<file path="src/rtl/epms_pkg.sv">
// Package for the encoder PID motor speed controller.
// Holds the beat types, opcode and register index codes, sequencer states and datapath widths.
// Depends on nothing; every rtl file uses it.
package epms_pkg;

   // Request opcodes.
   typedef enum logic [1:0] {
      OP_EDGE  = 2'd0,
      OP_TICK  = 2'd1,
      OP_CLEAR = 2'd2,
      OP_NONE  = 2'd3
   } opcode_type;

   localparam int CSR_IDX_W  = 3;
   localparam int CSR_DATA_W = 16;

   typedef enum logic [CSR_IDX_W-1:0] {
      CSR_SETPOINT = 3'd0,
      CSR_GAIN_P   = 3'd1,
      CSR_GAIN_I   = 3'd2,
      CSR_GAIN_D   = 3'd3,
      CSR_PPR      = 3'd4,
      CSR_TICK_MS  = 3'd5
   } csr_index_type;

   typedef struct packed {
      opcode_type opcode;
      logic       encoder_b;
   } req_type;

   typedef struct packed {
      logic [7:0]         pwm_forward;
      logic [7:0]         pwm_reverse;
      logic               drive_enable;
      logic signed [15:0] measured_rpm;
   } rsp_type;

   typedef enum logic [3:0] {
      ST_IDLE,
      ST_MUL_NUM,
      ST_MUL_DEN,
      ST_DIV_GO,
      ST_DIV_WAIT,
      ST_SAT,
      ST_ERR,
      ST_MUL_P,
      ST_MUL_I,
      ST_MUL_D,
      ST_ACC,
      ST_FINISH,
      ST_DONE
   } state_type;

   // Datapath widths.
   localparam int MUL_A_W   = 18;  // signed operand: count, error, integral or difference
   localparam int MUL_B_W   = 17;  // signed operand holding an unsigned gain or constant
   localparam int PROD_W    = MUL_A_W + MUL_B_W;
   localparam int ACC_W     = 36;  // sum of the three PID products
   localparam int NUM_W     = 32;  // signed 60000 * count
   localparam int DIV_NUM_W = 31;  // magnitude of that product
   localparam int DEN_W     = 22;  // pulses_per_rev * tick_ms
   localparam int DIV_CNT_W = $clog2(DIV_NUM_W);
   localparam int ERR_W     = 16;
   localparam int SUM_W     = 14;

   localparam int MS_PER_MINUTE = 60000;
   localparam int SUM_LIMIT     = 5000;
   localparam int DUTY_LIMIT    = 255;
   localparam int CMD_SHIFT     = 8;

endpackage

</file>
<file path="src/rtl/epms_div.sv">
// Restoring divider for the speed measurement, one quotient bit per cycle.
// Depends on epms_pkg for the dividend, divisor and counter widths.
module epms_div (
   input  logic                            clock,
   input  logic                            reset,
   input  logic                            start,
   input  logic [epms_pkg::DIV_NUM_W-1:0]  dividend,
   input  logic [epms_pkg::DEN_W-1:0]      divisor,
   output logic                            done,
   output logic [epms_pkg::DIV_NUM_W-1:0]  quotient
);

   logic [epms_pkg::DEN_W-1:0]     rem_ff, rem_in;
   logic [epms_pkg::DEN_W-1:0]     den_ff, den_in;
   logic [epms_pkg::DIV_NUM_W-1:0] quo_ff, quo_in;
   logic [epms_pkg::DIV_CNT_W-1:0] cnt_ff, cnt_in;
   logic                           run_ff, run_in;
   logic                           done_ff, done_in;

   logic [epms_pkg::DEN_W:0]       shifted;
   logic [epms_pkg::DEN_W+1:0]     trial;

   assign shifted = {rem_ff, quo_ff[epms_pkg::DIV_NUM_W-1]};
   assign trial   = {1'b0, shifted} - {2'b00, den_ff};

   always_comb begin
      rem_in  = rem_ff;
      den_in  = den_ff;
      quo_in  = quo_ff;
      cnt_in  = cnt_ff;
      run_in  = run_ff;
      done_in = 1'b0;
      if (start) begin
         rem_in = '0;
         den_in = divisor;
         quo_in = dividend;
         cnt_in = epms_pkg::DIV_CNT_W'(epms_pkg::DIV_NUM_W - 1);
         run_in = 1'b1;
      end else if (run_ff) begin
         // The borrow bit of the trial subtraction decides the quotient bit.
         if (!trial[epms_pkg::DEN_W+1]) begin
            rem_in = trial[epms_pkg::DEN_W-1:0];
            quo_in = {quo_ff[epms_pkg::DIV_NUM_W-2:0], 1'b1};
         end else begin
            rem_in = shifted[epms_pkg::DEN_W-1:0];
            quo_in = {quo_ff[epms_pkg::DIV_NUM_W-2:0], 1'b0};
         end
         cnt_in = cnt_ff - 1'b1;
         if (cnt_ff == '0) begin
            run_in  = 1'b0;
            done_in = 1'b1;
         end
      end
   end

   always_ff @(posedge clock) begin
      if (reset) begin
         run_ff  <= 1'b0;
         done_ff <= 1'b0;
         cnt_ff  <= '0;
      end else begin
         run_ff  <= run_in;
         done_ff <= done_in;
         cnt_ff  <= cnt_in;
      end
      rem_ff <= rem_in;
      den_ff <= den_in;
      quo_ff <= quo_in;
   end

   assign done     = done_ff;
   assign quotient = quo_ff;

endmodule

</file>
<file path="src/rtl/encoder_pid_motor_speed.sv">
// Top level of the encoder PID motor speed controller: sequencer, shared multiplier, state.
// Depends on epms_pkg and instantiates the serial divider epms_div.
//
// Each request beat is an encoder edge, a control tick or a clear command, and each one
// produces exactly one response beat that shows the drive outputs after that beat. The
// block works on one beat at a time and holds req_stall high while it is busy. An edge,
// a clear command or the unused opcode goes from idle straight to the done state, which
// writes the response register once it is free. For a tick, one shared 18 by 17 bit signed
// multiplier forms the numerator 60000 * count and the divisor pulses_per_rev * tick_ms, a
// restoring divider then produces the speed one quotient bit at a time, and the same
// multiplier forms the three PID products before they are summed, shifted, clamped and
// steered to the forward or reverse duty. A finished response sits in an output register,
// so a new request is accepted as soon as the sequencer is idle even if the previous
// response has not been taken yet.
// Configuration writes must only be made while the block is idle.
module encoder_pid_motor_speed (
   input  logic                              clock,
   input  logic                              reset,
   input  logic                              req_valid,
   output logic                              req_stall,
   input  epms_pkg::req_type                 req_data,
   output logic                              rsp_valid,
   input  logic                              rsp_stall,
   output epms_pkg::rsp_type                 rsp_data,
   input  logic                              csr_write,
   input  logic [epms_pkg::CSR_IDX_W-1:0]    csr_index,
   input  logic [epms_pkg::CSR_DATA_W-1:0]   csr_data
);

   // Configuration registers.
   logic signed [14:0] setpoint_ff, setpoint_in;
   logic [15:0]        gain_p_ff, gain_p_in;
   logic [15:0]        gain_i_ff, gain_i_in;
   logic [15:0]        gain_d_ff, gain_d_in;
   logic [11:0]        ppr_ff, ppr_in;
   logic [9:0]         tick_ms_ff, tick_ms_in;

   // Controller state.
   logic signed [15:0]                  pulse_count_ff, pulse_count_in;
   logic signed [epms_pkg::SUM_W-1:0]   error_sum_ff, error_sum_in;
   logic signed [epms_pkg::ERR_W-1:0]   last_error_ff, last_error_in;
   logic signed [15:0]                  speed_now_ff, speed_now_in;
   logic [7:0]                          duty_fwd_ff, duty_fwd_in;
   logic [7:0]                          duty_rev_ff, duty_rev_in;
   logic                                enable_ff, enable_in;

   // Tick datapath.
   logic signed [epms_pkg::NUM_W-1:0]   num_ff, num_in;
   logic [epms_pkg::DIV_NUM_W-1:0]      mag_ff, mag_in;
   logic                                neg_ff, neg_in;
   logic [epms_pkg::DEN_W-1:0]          den_ff, den_in;
   logic signed [epms_pkg::ERR_W-1:0]   err_ff, err_in;
   logic signed [epms_pkg::ERR_W:0]     diff_ff, diff_in;
   logic signed [epms_pkg::PROD_W-1:0]  prod_ff, prod_in;
   logic signed [epms_pkg::ACC_W-1:0]   acc_ff, acc_in;

   // Sequencer and response register.
   epms_pkg::state_type state_ff, state_in;
   logic                rsp_valid_ff, rsp_valid_in;
   epms_pkg::rsp_type   rsp_data_ff, rsp_data_in;

   // Shared multiplier.
   logic signed [epms_pkg::MUL_A_W-1:0] mul_a;
   logic signed [epms_pkg::MUL_B_W-1:0] mul_b;
   logic signed [epms_pkg::PROD_W-1:0]  prod;

   // Divider handshake.
   logic                                div_start;
   logic                                div_done;
   logic [epms_pkg::DIV_NUM_W-1:0]      div_quo;

   // Helpers.
   logic                                accept;
   logic                                rsp_free;
   logic [11:0]                         ppr_eff;
   logic [9:0]                          ms_eff;
   logic [epms_pkg::NUM_W-1:0]          num_abs;
   logic signed [epms_pkg::ERR_W:0]     err_wide;
   logic signed [epms_pkg::ACC_W-1:0]   cmd_wide;
   logic signed [epms_pkg::ERR_W:0]     sum_wide;

   assign req_stall = (state_ff != epms_pkg::ST_IDLE);
   assign accept    = req_valid && !req_stall;
   assign rsp_free  = !rsp_valid_ff || !rsp_stall;

   assign ppr_eff  = (ppr_ff == '0) ? 12'd1 : ppr_ff;
   assign ms_eff   = (tick_ms_ff == '0) ? 10'd1 : tick_ms_ff;
   assign num_abs  = num_ff[epms_pkg::NUM_W-1] ? epms_pkg::NUM_W'(-num_ff) : num_ff;
   assign err_wide = (epms_pkg::ERR_W+1)'(setpoint_ff) - (epms_pkg::ERR_W+1)'(speed_now_ff);
   assign cmd_wide = acc_ff >>> epms_pkg::CMD_SHIFT;
   assign sum_wide = (epms_pkg::ERR_W+1)'(error_sum_ff) + (epms_pkg::ERR_W+1)'(err_ff);

   assign prod = epms_pkg::PROD_W'(mul_a) * epms_pkg::PROD_W'(mul_b);

   epms_div u_div (
      .clock    (clock),
      .reset    (reset),
      .start    (div_start),
      .dividend (mag_ff),
      .divisor  (den_ff),
      .done     (div_done),
      .quotient (div_quo)
   );

   // Next state.
   always_comb begin
      state_in = state_ff;
      unique case (state_ff)
         epms_pkg::ST_IDLE: begin
            if (accept) begin
               if (req_data.opcode == epms_pkg::OP_TICK) begin
                  state_in = epms_pkg::ST_MUL_NUM;
               end else begin
                  state_in = epms_pkg::ST_DONE;
               end
            end
         end
         epms_pkg::ST_MUL_NUM:  state_in = epms_pkg::ST_MUL_DEN;
         epms_pkg::ST_MUL_DEN:  state_in = epms_pkg::ST_DIV_GO;
         epms_pkg::ST_DIV_GO:   state_in = epms_pkg::ST_DIV_WAIT;
         epms_pkg::ST_DIV_WAIT: begin
            if (div_done) begin
               state_in = epms_pkg::ST_SAT;
            end
         end
         epms_pkg::ST_SAT:      state_in = epms_pkg::ST_ERR;
         epms_pkg::ST_ERR:      state_in = epms_pkg::ST_MUL_P;
         epms_pkg::ST_MUL_P:    state_in = epms_pkg::ST_MUL_I;
         epms_pkg::ST_MUL_I:    state_in = epms_pkg::ST_MUL_D;
         epms_pkg::ST_MUL_D:    state_in = epms_pkg::ST_ACC;
         epms_pkg::ST_ACC:      state_in = epms_pkg::ST_FINISH;
         epms_pkg::ST_FINISH:   state_in = epms_pkg::ST_DONE;
         epms_pkg::ST_DONE: begin
            if (rsp_free) begin
               state_in = epms_pkg::ST_IDLE;
            end
         end
         default:               state_in = epms_pkg::ST_IDLE;
      endcase
   end

   // Datapath controls and register updates.
   always_comb begin
      setpoint_in    = setpoint_ff;
      gain_p_in      = gain_p_ff;
      gain_i_in      = gain_i_ff;
      gain_d_in      = gain_d_ff;
      ppr_in         = ppr_ff;
      tick_ms_in     = tick_ms_ff;
      pulse_count_in = pulse_count_ff;
      error_sum_in   = error_sum_ff;
      last_error_in  = last_error_ff;
      speed_now_in   = speed_now_ff;
      duty_fwd_in    = duty_fwd_ff;
      duty_rev_in    = duty_rev_ff;
      enable_in      = enable_ff;
      num_in         = num_ff;
      mag_in         = mag_ff;
      neg_in         = neg_ff;
      den_in         = den_ff;
      err_in         = err_ff;
      diff_in        = diff_ff;
      prod_in        = prod_ff;
      acc_in         = acc_ff;
      rsp_data_in    = rsp_data_ff;
      rsp_valid_in   = rsp_valid_ff && rsp_stall;
      div_start      = 1'b0;
      mul_a          = '0;
      mul_b          = '0;

      unique case (state_ff)
         epms_pkg::ST_IDLE: begin
            if (accept) begin
               case (req_data.opcode)
                  epms_pkg::OP_EDGE: begin
                     // Channel B low counts up, high counts down; both ends saturate.
                     if (!req_data.encoder_b) begin
                        if (pulse_count_ff != 16'sh7FFF) begin
                           pulse_count_in = pulse_count_ff + 16'sd1;
                        end
                     end else begin
                        if (pulse_count_ff != 16'sh8000) begin
                           pulse_count_in = pulse_count_ff - 16'sd1;
                        end
                     end
                  end
                  epms_pkg::OP_CLEAR: begin
                     pulse_count_in = '0;
                     error_sum_in   = '0;
                     last_error_in  = '0;
                     speed_now_in   = '0;
                     duty_fwd_in    = '0;
                     duty_rev_in    = '0;
                     enable_in      = 1'b0;
                     setpoint_in    = '0;
                  end
                  default: begin
                  end
               endcase
            end
         end
         epms_pkg::ST_MUL_NUM: begin
            mul_a          = epms_pkg::MUL_A_W'(pulse_count_ff);
            mul_b          = epms_pkg::MUL_B_W'(epms_pkg::MS_PER_MINUTE);
            num_in         = prod[epms_pkg::NUM_W-1:0];
            pulse_count_in = '0;
         end
         epms_pkg::ST_MUL_DEN: begin
            mul_a  = {6'd0, ppr_eff};
            mul_b  = {7'd0, ms_eff};
            den_in = prod[epms_pkg::DEN_W-1:0];
            mag_in = num_abs[epms_pkg::DIV_NUM_W-1:0];
            neg_in = num_ff[epms_pkg::NUM_W-1];
         end
         epms_pkg::ST_DIV_GO: begin
            div_start = 1'b1;
         end
         epms_pkg::ST_DIV_WAIT: begin
         end
         epms_pkg::ST_SAT: begin
            // The quotient magnitude is truncated toward zero; restore the sign and saturate.
            if (neg_ff) begin
               if (div_quo > epms_pkg::DIV_NUM_W'(32768)) begin
                  speed_now_in = 16'sh8000;
               end else begin
                  speed_now_in = -div_quo[15:0];
               end
            end else begin
               if (div_quo > epms_pkg::DIV_NUM_W'(32767)) begin
                  speed_now_in = 16'sh7FFF;
               end else begin
                  speed_now_in = div_quo[15:0];
               end
            end
         end
         epms_pkg::ST_ERR: begin
            if (err_wide > 17'sd32767) begin
               err_in = 16'sh7FFF;
            end else if (err_wide < -17'sd32768) begin
               err_in = 16'sh8000;
            end else begin
               err_in = err_wide[epms_pkg::ERR_W-1:0];
            end
         end
         epms_pkg::ST_MUL_P: begin
            mul_a   = epms_pkg::MUL_A_W'(err_ff);
            mul_b   = {1'b0, gain_p_ff};
            prod_in = prod;
            diff_in = (epms_pkg::ERR_W+1)'(err_ff) - (epms_pkg::ERR_W+1)'(last_error_ff);
         end
         epms_pkg::ST_MUL_I: begin
            // The integral term uses the sum from before this tick.
            mul_a   = epms_pkg::MUL_A_W'(error_sum_ff);
            mul_b   = {1'b0, gain_i_ff};
            prod_in = prod;
            acc_in  = epms_pkg::ACC_W'(prod_ff);
         end
         epms_pkg::ST_MUL_D: begin
            mul_a   = epms_pkg::MUL_A_W'(diff_ff);
            mul_b   = {1'b0, gain_d_ff};
            prod_in = prod;
            acc_in  = acc_ff + epms_pkg::ACC_W'(prod_ff);
         end
         epms_pkg::ST_ACC: begin
            acc_in = acc_ff + epms_pkg::ACC_W'(prod_ff);
         end
         epms_pkg::ST_FINISH: begin
            // The arithmetic shift is a floor division by 256.
            if (cmd_wide > epms_pkg::ACC_W'(epms_pkg::DUTY_LIMIT)) begin
               duty_fwd_in = 8'(epms_pkg::DUTY_LIMIT);
               duty_rev_in = '0;
            end else if (cmd_wide < epms_pkg::ACC_W'(-epms_pkg::DUTY_LIMIT)) begin
               duty_fwd_in = '0;
               duty_rev_in = 8'(epms_pkg::DUTY_LIMIT);
            end else if (cmd_wide > epms_pkg::ACC_W'(0)) begin
               duty_fwd_in = cmd_wide[7:0];
               duty_rev_in = '0;
            end else begin
               duty_fwd_in = '0;
               duty_rev_in = -cmd_wide[7:0];
            end
            last_error_in = err_ff;
            if (sum_wide > (epms_pkg::ERR_W+1)'(epms_pkg::SUM_LIMIT)) begin
               error_sum_in = epms_pkg::SUM_W'(epms_pkg::SUM_LIMIT);
            end else if (sum_wide < (epms_pkg::ERR_W+1)'(-epms_pkg::SUM_LIMIT)) begin
               error_sum_in = epms_pkg::SUM_W'(-epms_pkg::SUM_LIMIT);
            end else begin
               error_sum_in = sum_wide[epms_pkg::SUM_W-1:0];
            end
            enable_in = 1'b1;
         end
         epms_pkg::ST_DONE: begin
            if (rsp_free) begin
               rsp_valid_in             = 1'b1;
               rsp_data_in.pwm_forward  = duty_fwd_ff;
               rsp_data_in.pwm_reverse  = duty_rev_ff;
               rsp_data_in.drive_enable = enable_ff;
               rsp_data_in.measured_rpm = speed_now_ff;
            end
         end
         default: begin
         end
      endcase

      // Register writes must only arrive while the sequencer is idle; the block itself does not enforce this.
      if (csr_write) begin
         unique case (epms_pkg::csr_index_type'(csr_index))
            epms_pkg::CSR_SETPOINT: setpoint_in = csr_data[14:0];
            epms_pkg::CSR_GAIN_P:   gain_p_in   = csr_data;
            epms_pkg::CSR_GAIN_I:   gain_i_in   = csr_data;
            epms_pkg::CSR_GAIN_D:   gain_d_in   = csr_data;
            epms_pkg::CSR_PPR:      ppr_in      = csr_data[11:0];
            epms_pkg::CSR_TICK_MS:  tick_ms_in  = csr_data[9:0];
            default: begin
            end
         endcase
      end
   end

   always_ff @(posedge clock) begin
      if (reset) begin
         state_ff       <= epms_pkg::ST_IDLE;
         rsp_valid_ff   <= 1'b0;
         setpoint_ff    <= '0;
         gain_p_ff      <= '0;
         gain_i_ff      <= '0;
         gain_d_ff      <= '0;
         ppr_ff         <= 12'd1;
         tick_ms_ff     <= 10'd10;
         pulse_count_ff <= '0;
         error_sum_ff   <= '0;
         last_error_ff  <= '0;
         speed_now_ff   <= '0;
         duty_fwd_ff    <= '0;
         duty_rev_ff    <= '0;
         enable_ff      <= 1'b0;
      end else begin
         state_ff       <= state_in;
         rsp_valid_ff   <= rsp_valid_in;
         setpoint_ff    <= setpoint_in;
         gain_p_ff      <= gain_p_in;
         gain_i_ff      <= gain_i_in;
         gain_d_ff      <= gain_d_in;
         ppr_ff         <= ppr_in;
         tick_ms_ff     <= tick_ms_in;
         pulse_count_ff <= pulse_count_in;
         error_sum_ff   <= error_sum_in;
         last_error_ff  <= last_error_in;
         speed_now_ff   <= speed_now_in;
         duty_fwd_ff    <= duty_fwd_in;
         duty_rev_ff    <= duty_rev_in;
         enable_ff      <= enable_in;
      end
      num_ff      <= num_in;
      mag_ff      <= mag_in;
      neg_ff      <= neg_in;
      den_ff      <= den_in;
      err_ff      <= err_in;
      diff_ff     <= diff_in;
      prod_ff     <= prod_in;
      acc_ff      <= acc_in;
      rsp_data_ff <= rsp_data_in;
   end

   assign rsp_valid = rsp_valid_ff;
   assign rsp_data  = rsp_data_ff;

endmodule
</file>
<file path="config.mk">
export PLATFORM = sky130hd
export DESIGN_NAME = encoder_pid_motor_speed
export DESIGN_NICKNAME = d
export VERILOG_FILES = /design/src/rtl/epms_pkg.sv /design/src/rtl/epms_div.sv /design/src/rtl/encoder_pid_motor_speed.sv
export SDC_FILE = /design/constraint.sdc
export NUM_CORES = 2
export LEC_CHECK = 0
export BUFFER_PORTS_ARGS = -buffer_cell sky130_fd_sc_hd__buf_4
export CORE_MARGIN = 5
export CORE_UTILIZATION = 35
export DETAILED_ROUTE_END_ITERATION = 10
export GPL_ROUTABILITY_DRIVEN = 0
export PLACE_DENSITY_LB_ADDON = 0.12
export SLEW_MARGIN = 20
export SYNTH_ARGS = -nofsm -noshare
export SYNTH_HDL_FRONTEND = slang
export SYNTH_SLANG_ARGS = --single-unit
</file>
<file path="constraint.sdc">
create_clock -name clock -period 13.5 [get_ports clock]
set_input_delay 2.025 -clock clock [delete_from_list [all_inputs] [get_ports clock]]
set_output_delay 2.025 -clock clock [all_outputs]
set_load 0.005 [all_outputs]
</file>
After elaboration in Yosys (flattened, before gate mapping)
Index checks and enable logic that the tools add are counted.
{"block": "classes", "addsub": 11, "n_mul": 1, "magnitude_cmp": 9, "eq_ne": 28, "muxes": 61, "bitwise": 1, "reduce_logical": 32}
{"op": "$mux W16", "count": 10}
{"op": "$pmux W16 S2", "count": 4}
{"op": "$mux W31", "count": 3}
{"op": "$pmux W18 S5", "count": 1}
{"op": "$pmux W16 S5", "count": 1}
{"op": "$mux W15", "count": 5}
{"op": "$pmux W36 S2", "count": 1}
{"op": "$mux W8", "count": 8}
{"op": "$mux W14", "count": 4}
{"op": "$pmux W4 S13", "count": 1}
{"op": "$add A36 B35 Y36", "count": 1}
{"op": "$mul A18 B17 Y35", "count": 1}
{"op": "$ne A16 B16 Y1 const B", "count": 2}
{"op": "$pmux W8 S2", "count": 2}
{"op": "$gt A31 B15 Y1 const B", "count": 1}
{"op": "$gt A31 B16 Y1 const B", "count": 1}
{"op": "$neg A31 Y31", "count": 1}
{"op": "$gt A28 B1 Y1 const B", "count": 1}
{"op": "$gt A28 B9 Y1 const B", "count": 1}
{"op": "$lt A28 B9 Y1 const B", "count": 1}
{"op": "$pmux W14 S2", "count": 1}
{"op": "$sub A23 B22 Y24", "count": 1}
{"op": "$mux W22", "count": 1}
{"op": "$eq A4 B4 Y1 const B", "count": 5}
{"op": "47 further kinds", "count": 85}
{"block": "word_totals", "regBits": 474, "inputBits": 27, "out_inout_bits": 35, "elab_cells": 177}

Logic depth before layout (Yosys ltp)
{"block": "depth", "ltp_word": 7, "ltp_mapped": 33}

Modules after synthesis
From an unflattened synthesis, not the netlist that was laid out.
{"block": "hier_totals", "cells_unflattened": 3753, "hier_area_um2": 35202.5}
{"mod": "encoder_pid_motor_speed", "instances": 1, "cells_each": 3353, "area_per_inst_um2": 30769.5}
{"mod": "epms_div", "instances": 1, "cells_each": 400, "area_per_inst_um2": 4433.0}

Worst setup path after synthesis
Ideal clock, no wire load.
{"block": "synth_timing", "kind": "register -> register", "from": "register state_ff[3]", "to": "register prod_ff[34] (netlist name), data pin", "setup_time_ns": 0.258, "t_arrival_ns": 9.057, "required_ns": 13.242, "setup_slack_ns": 4.185, "path_stages_with_launch": 30, "path_buffers": 4, "period_less_slack_ns": 9.315, "path_cell_list": "dfxtp_1 -> clkbuf_1 -> or2_2 -> nor2_1 -> clkbuf_1 -> a22oi_1 -> nand3_1 -> clkbuf_1 -> nand2_1 -> fa_1 -> inv_1 -> fa_1 -> fa_1 -> inv_1 -> fa_1 -> fa_1 -> fa_1 -> inv_1 -> ha_1 -> clkbuf_1 -> a21o_1 -> a211o_1 -> a41o_1 -> a41o_1 -> and2_1 -> a311o_1 -> o311ai_1 -> a31oi_1 -> nor2_1 -> xnor2_1"}
{"block": "synth_between", "elab_chain_len": 3, "elab_cells_between_ends": 8}
{"element": "start: declaration", "line": "encoder_pid_motor_speed.sv:58", "text": "epms_pkg::state_type state_ff, state_in;"}
{"element": "start signal: assignment", "line": "encoder_pid_motor_speed.sv:322", "text": "state_ff <= epms_pkg::ST_IDLE;"}
{"element": "start signal: assignment", "line": "encoder_pid_motor_speed.sv:338", "text": "state_ff <= state_in;"}
{"element": "$eq A4 B4 Y1, or another cell as far along", "line": "encoder_pid_motor_speed.sv:171", "text": "unique case (state_ff)"}
{"element": "$pmux W18 S5 / $pmux W16 S5 (equally long branches)", "line": "encoder_pid_motor_speed.sv:171"}
{"element": "$mul A18 B17 Y35 *", "line": "encoder_pid_motor_speed.sv:93", "text": "assign prod = epms_pkg::PROD_W'(mul_a) * epms_pkg::PROD_W'(mul_b);"}
{"element": "named net prod (one bit)", "line": "encoder_pid_motor_speed.sv:65", "text": "logic signed [epms_pkg::PROD_W-1:0] prod;"}
{"element": "end signal: assignment", "line": "encoder_pid_motor_speed.sv:360", "text": "prod_ff <= prod_in;"}
{"element": "end: declaration", "line": "encoder_pid_motor_speed.sv:54", "text": "logic signed [epms_pkg::PROD_W-1:0] prod_ff, prod_in;"}
Mark *: on every way through the listed nets, which the timed path passes. The rest lies on a longest branch.
A chain may end at the register's enable or synchronous reset.

Worst setup path after layout
{"block": "layout_timing", "from": "register state_ff[1]", "to": "register prod_ff[33] (netlist name), data pin"}
The elaborated chain is that of the path after synthesis.

==> impl.org <==
** Yosys
- Cell count after synthesis :: 3767
- Yosys printed 0 warnings.
- EDFF count, synth :: 276
- Cell area after synthesis :: 34900 µm²
- Counting flops with an async set or reset pin after synthesis yields a share of 0%.
- Sequential cells were found to cover 35.1% of the synthesized design area.
- Syn Nets :: 4296
- Average footprint of a synthesized cell :: 9.27 µm²
- Leading register cell type out of synthesis :: sky130_fd_sc_hd__edfxtp_1
- In this run, distinct cell masters in the synthesized netlist total 84.
- Total of flip-flops plus latches after synthesis :: 474

** Route
- The first detailed-routing pass ran for 5 iterations.
- For this block, the routed nets add up to 101000 µm of wire.
- For this run, design rule violations remaining after detail routing come to 0.
- WL/cell :: 19.7 µm
- Using the TritonRoute via totals, the vias-per-cell ratio works out to 5.14.
- Initial DRC Count :: 1805
- Final antenna-violating net count :: 0
- Via count :: 26300

** Placement
- Counting tap cells, the placed design contains a total of 5015 instances.
- Post-DP HPWL :: 76200 µm
- Quantity of I/O buffers inserted on ports :: 61

** Clock tree
- TritonCTS clock tree :: yes
- Counting every sink on the clock net gives 474.
- Worst-path clk slew :: 0.06 ns
- After clock tree synthesis, the flow added hold-fix buffers numbering 0.
- The later pin in the worst-skew pair is clocked with a latency of 0.63 ns.
- CTS Buffer Depth :: 3
- Post-CTS repair changed the size of 0 cells.
- The root buffer cell chosen for the clock tree is sky130_fd_sc_hd__clkbuf_16.
- Clock tree synthesis inserted a total of 55 buffers.
- Once the clock tree was built, the setup fixing pass inserted 0 buffers.
- Count of H-tree levels built during CTS :: 2

** Timing
- In the finished design, the share of the clock period the worst path needs comes to 66.5%.
- Unrepaired setup endpoints after global routing :: false
- Relative max-transition margin :: 29.8%
- Between clock sinks in the finished design, the worst skew comes to 0.0192 ns.
- Sum of negative setup slack :: 0 ns
- The number of hold violations in the final report was 0.
- Final Slew Violations :: 0
- Shortest period the worst path allows :: 8.98 ns
- Setup violations remaining at the end of the flow were counted as 0.
- Upper clock frequency limit :: 111 MHz
- Pin slew with the least headroom to its limit :: 1.05 ns

** Cells and area
- Cells fill 39.2% of the core in the end.
- Leaving out fill and tap cells, the most frequent cell in the layout is sky130_fd_sc_hd__nand2_1.
- In the final design database the tool counted 4314 nets.
- The area growth from synthesis to layout is 10.9%.
- Total inserted antenna cells :: 0
- In the layout the commonest cells are sky130_fd_sc_hd__nand2_1 (622), sky130_fd_sc_hd__inv_1 (491), sky130_fd_sc_hd__fa_1 (289).
- Counting the fill cells in the layout gives 9963.
- Of the cells placed in the final design, the portion with a size suffix greater than 1 is 6.06%.
- Excluding fillers, the count of instances in the completed layout stands at 5118.

** GRT
- Combined global-route utilization of all metal layers :: 18.9%
- The via count of the first global-routing pass came to 26400.
- Global routing finished with a remaining overflow of 0.
- Maximum number of pins on one net before global-route repair :: 71
- The number of antenna violations at the first check in global routing came to 3.
- The first global-routing pass estimated 157000 µm of wire.

** Worst setup path
- Data on the critical path is required at its endpoint by 13.88 ns.
- Startpoint Class :: flop
- STA puts the critical path data arrival time at 9.35 ns.
- The critical path is of the reg -> reg type.
- The worst setup path is captured at a flop.
- Maximum fanout along the worst path :: 35

** Floorplan
- Chip width :: 326 µm
- During I/O placement, the number of pins put on the boundary was 62.
- In this run the standard cell core region covers 98700 µm².
- In this run the vertical extent of the chip is 326 µm.
- The floorplan step defined a die boundary enclosing 106000 µm².
- Starting utilization of the core area :: 35.4%
- Row generation in the floorplan step produced 115 rows.

** Power and ir drop
- Power per Cell Area :: 137 nW/µm²
- IR analysis of the VDD net gives a maximum drop of 0.0983 mV.
- For this design the static power due to leakage is 16.0 nW.

** Worst hold path
- The worst hold path belongs to the class reg -> reg.

** Job
- Maxcap violations :: 0

** Run status
- The flow ran to the end, and the final reports show no timing, DRC or antenna violations.
## per-stage QoR
step	cell area, µm²	setup WS, ns	power, mW	hold slack, ns
floorplan	34900	4.18	3.24	0.400
global placement	36900	4.70	3.77	0.401
detailed placement	36900	4.61	3.76	0.405
CTS	38700	4.58	5.34	0.419
global route	38700	4.11	5.63	0.428
finish	38700	4.52	5.29	0.417
## sequential cells by signal, indices dropped and copies added, names as in the netlist, 15 cells and up
signal and count:
setpoint_ff 15, diff_ff 17, u_div.den_ff 22, gain_i_ff 16, u_div.quotient 31, prod_ff 35, gain_d_ff 16, gain_p_ff 16
mag_ff 31, den_ff 22, num_ff 32, pulse_count_ff 16, rsp_data 33, err_ff 16, speed_now_ff 16, acc_ff 36
last_error_ff 16, u_div.rem_ff 22
## where the power goes
group | internal, mW | leakage, nW | switching, mW
logic | 0.677 | 10.9 | 1.10
registers | 1.80 | 4.16 | 0.168
clock network | 0.901 | 0.911 | 0.650
## cell type report
type / instances / area, µm² / share of cell area (%)
sequential: 474 / 12300 / 31.6
clock buffer: 73 / 1570 / 4.05
timing repair buffer: 96 / 724 / 1.87
inverter: 494 / 1850 / 4.79
multi-input combinational: 2664 / 20400 / 52.7
clock inverter: 30 / 312 / 0.804
tap: 1287 / 1610 / 4.16
## per-layer routing
layer / routed length (µm) / track usage, % / part of all wire [%]
met5: 0 / 0 / 0
met4: 2060 / 4.14 / 2.0
met3: 5860 / 3.24 / 5.8
met2: 46200 / 30.9 / 46
met1: 46700 / 26.4 / 46
## cell usage after synthesis, types with 21 or more instances
library cell | count | area [µm²]
sky130_fd_sc_hd__nor2b_1 | 27 | 169
sky130_fd_sc_hd__nand2b_1 | 40 | 250
sky130_fd_sc_hd__nor2_1 | 258 | 968
sky130_fd_sc_hd__dfxtp_1 | 198 | 3960
sky130_fd_sc_hd__clkbuf_1 | 128 | 480
sky130_fd_sc_hd__nand3_1 | 73 | 365
sky130_fd_sc_hd__a22oi_1 | 53 | 398
sky130_fd_sc_hd__o31ai_1 | 21 | 158
sky130_fd_sc_hd__a31oi_1 | 23 | 144
sky130_fd_sc_hd__fa_1 | 289 | 5790
sky130_fd_sc_hd__nand4_1 | 31 | 194
sky130_fd_sc_hd__a21o_1 | 44 | 330
sky130_fd_sc_hd__xnor2_1 | 129 | 1130
sky130_fd_sc_hd__o21ai_0 | 106 | 531
sky130_fd_sc_hd__a211oi_1 | 24 | 180
sky130_fd_sc_hd__o21ai_1 | 34 | 170
sky130_fd_sc_hd__a21oi_1 | 276 | 1380
sky130_fd_sc_hd__inv_1 | 493 | 1850
sky130_fd_sc_hd__nor3_1 | 47 | 235
sky130_fd_sc_hd__edfxtp_1 | 276 | 8290
sky130_fd_sc_hd__xor2_1 | 41 | 359
sky130_fd_sc_hd__ha_1 | 213 | 2670
sky130_fd_sc_hd__nand2_1 | 622 | 2330
## path summary, 6_finish.rpt
kind	start	to	slack (ns)	cells after the start
max	state_ff[1]	prod_ff[33]	4.52	26
min	den_ff[12]	u_div.den_ff[12]	0.42	0
max reg2reg	state_ff[1]	prod_ff[33]	4.52	26
min reg2reg	den_ff[12]	u_div.den_ff[12]	0.42	0
## logic make-up after synthesis
logic type,synth area share [%]
AND/OR/NAND/NOR,15.6
AO/OA/AOI/OAI,13.0
buffers and inverters,6.81
adder cells (fa/ha/maj),24.6
flip-flops,35.1
XOR/XNOR,4.26
multiplexers,0.641
## critical path, cell delays in order, from the launching register on
cell and delay [ns]:
sky130_fd_sc_hd__dfxtp_1 0.65, sky130_fd_sc_hd__nand2_1 0.32, sky130_fd_sc_hd__nor2_4 0.51, sky130_fd_sc_hd__buf_4 0.52
sky130_fd_sc_hd__a22oi_1 0.18, sky130_fd_sc_hd__and2_1 0.22, sky130_fd_sc_hd__nand2_1 0.33, sky130_fd_sc_hd__nand2_1 0.21
sky130_fd_sc_hd__fa_1 0.67, sky130_fd_sc_hd__fa_1 0.58, sky130_fd_sc_hd__inv_1 0.05, sky130_fd_sc_hd__fa_1 0.52
sky130_fd_sc_hd__fa_1 0.44, sky130_fd_sc_hd__fa_1 0.55, sky130_fd_sc_hd__inv_1 0.05, sky130_fd_sc_hd__fa_1 0.53
sky130_fd_sc_hd__inv_1 0.04, sky130_fd_sc_hd__ha_1 0.35, sky130_fd_sc_hd__and3_1 0.26, sky130_fd_sc_hd__nand4_1 0.13
sky130_fd_sc_hd__and3b_1 0.19, sky130_fd_sc_hd__a311o_1 0.35, sky130_fd_sc_hd__o22ai_1 0.36, sky130_fd_sc_hd__a211oi_1 0.19
sky130_fd_sc_hd__o31ai_1 0.26, sky130_fd_sc_hd__a21oi_1 0.11, sky130_fd_sc_hd__xnor2_1 0.13
(Power assumes the default switching activity.)
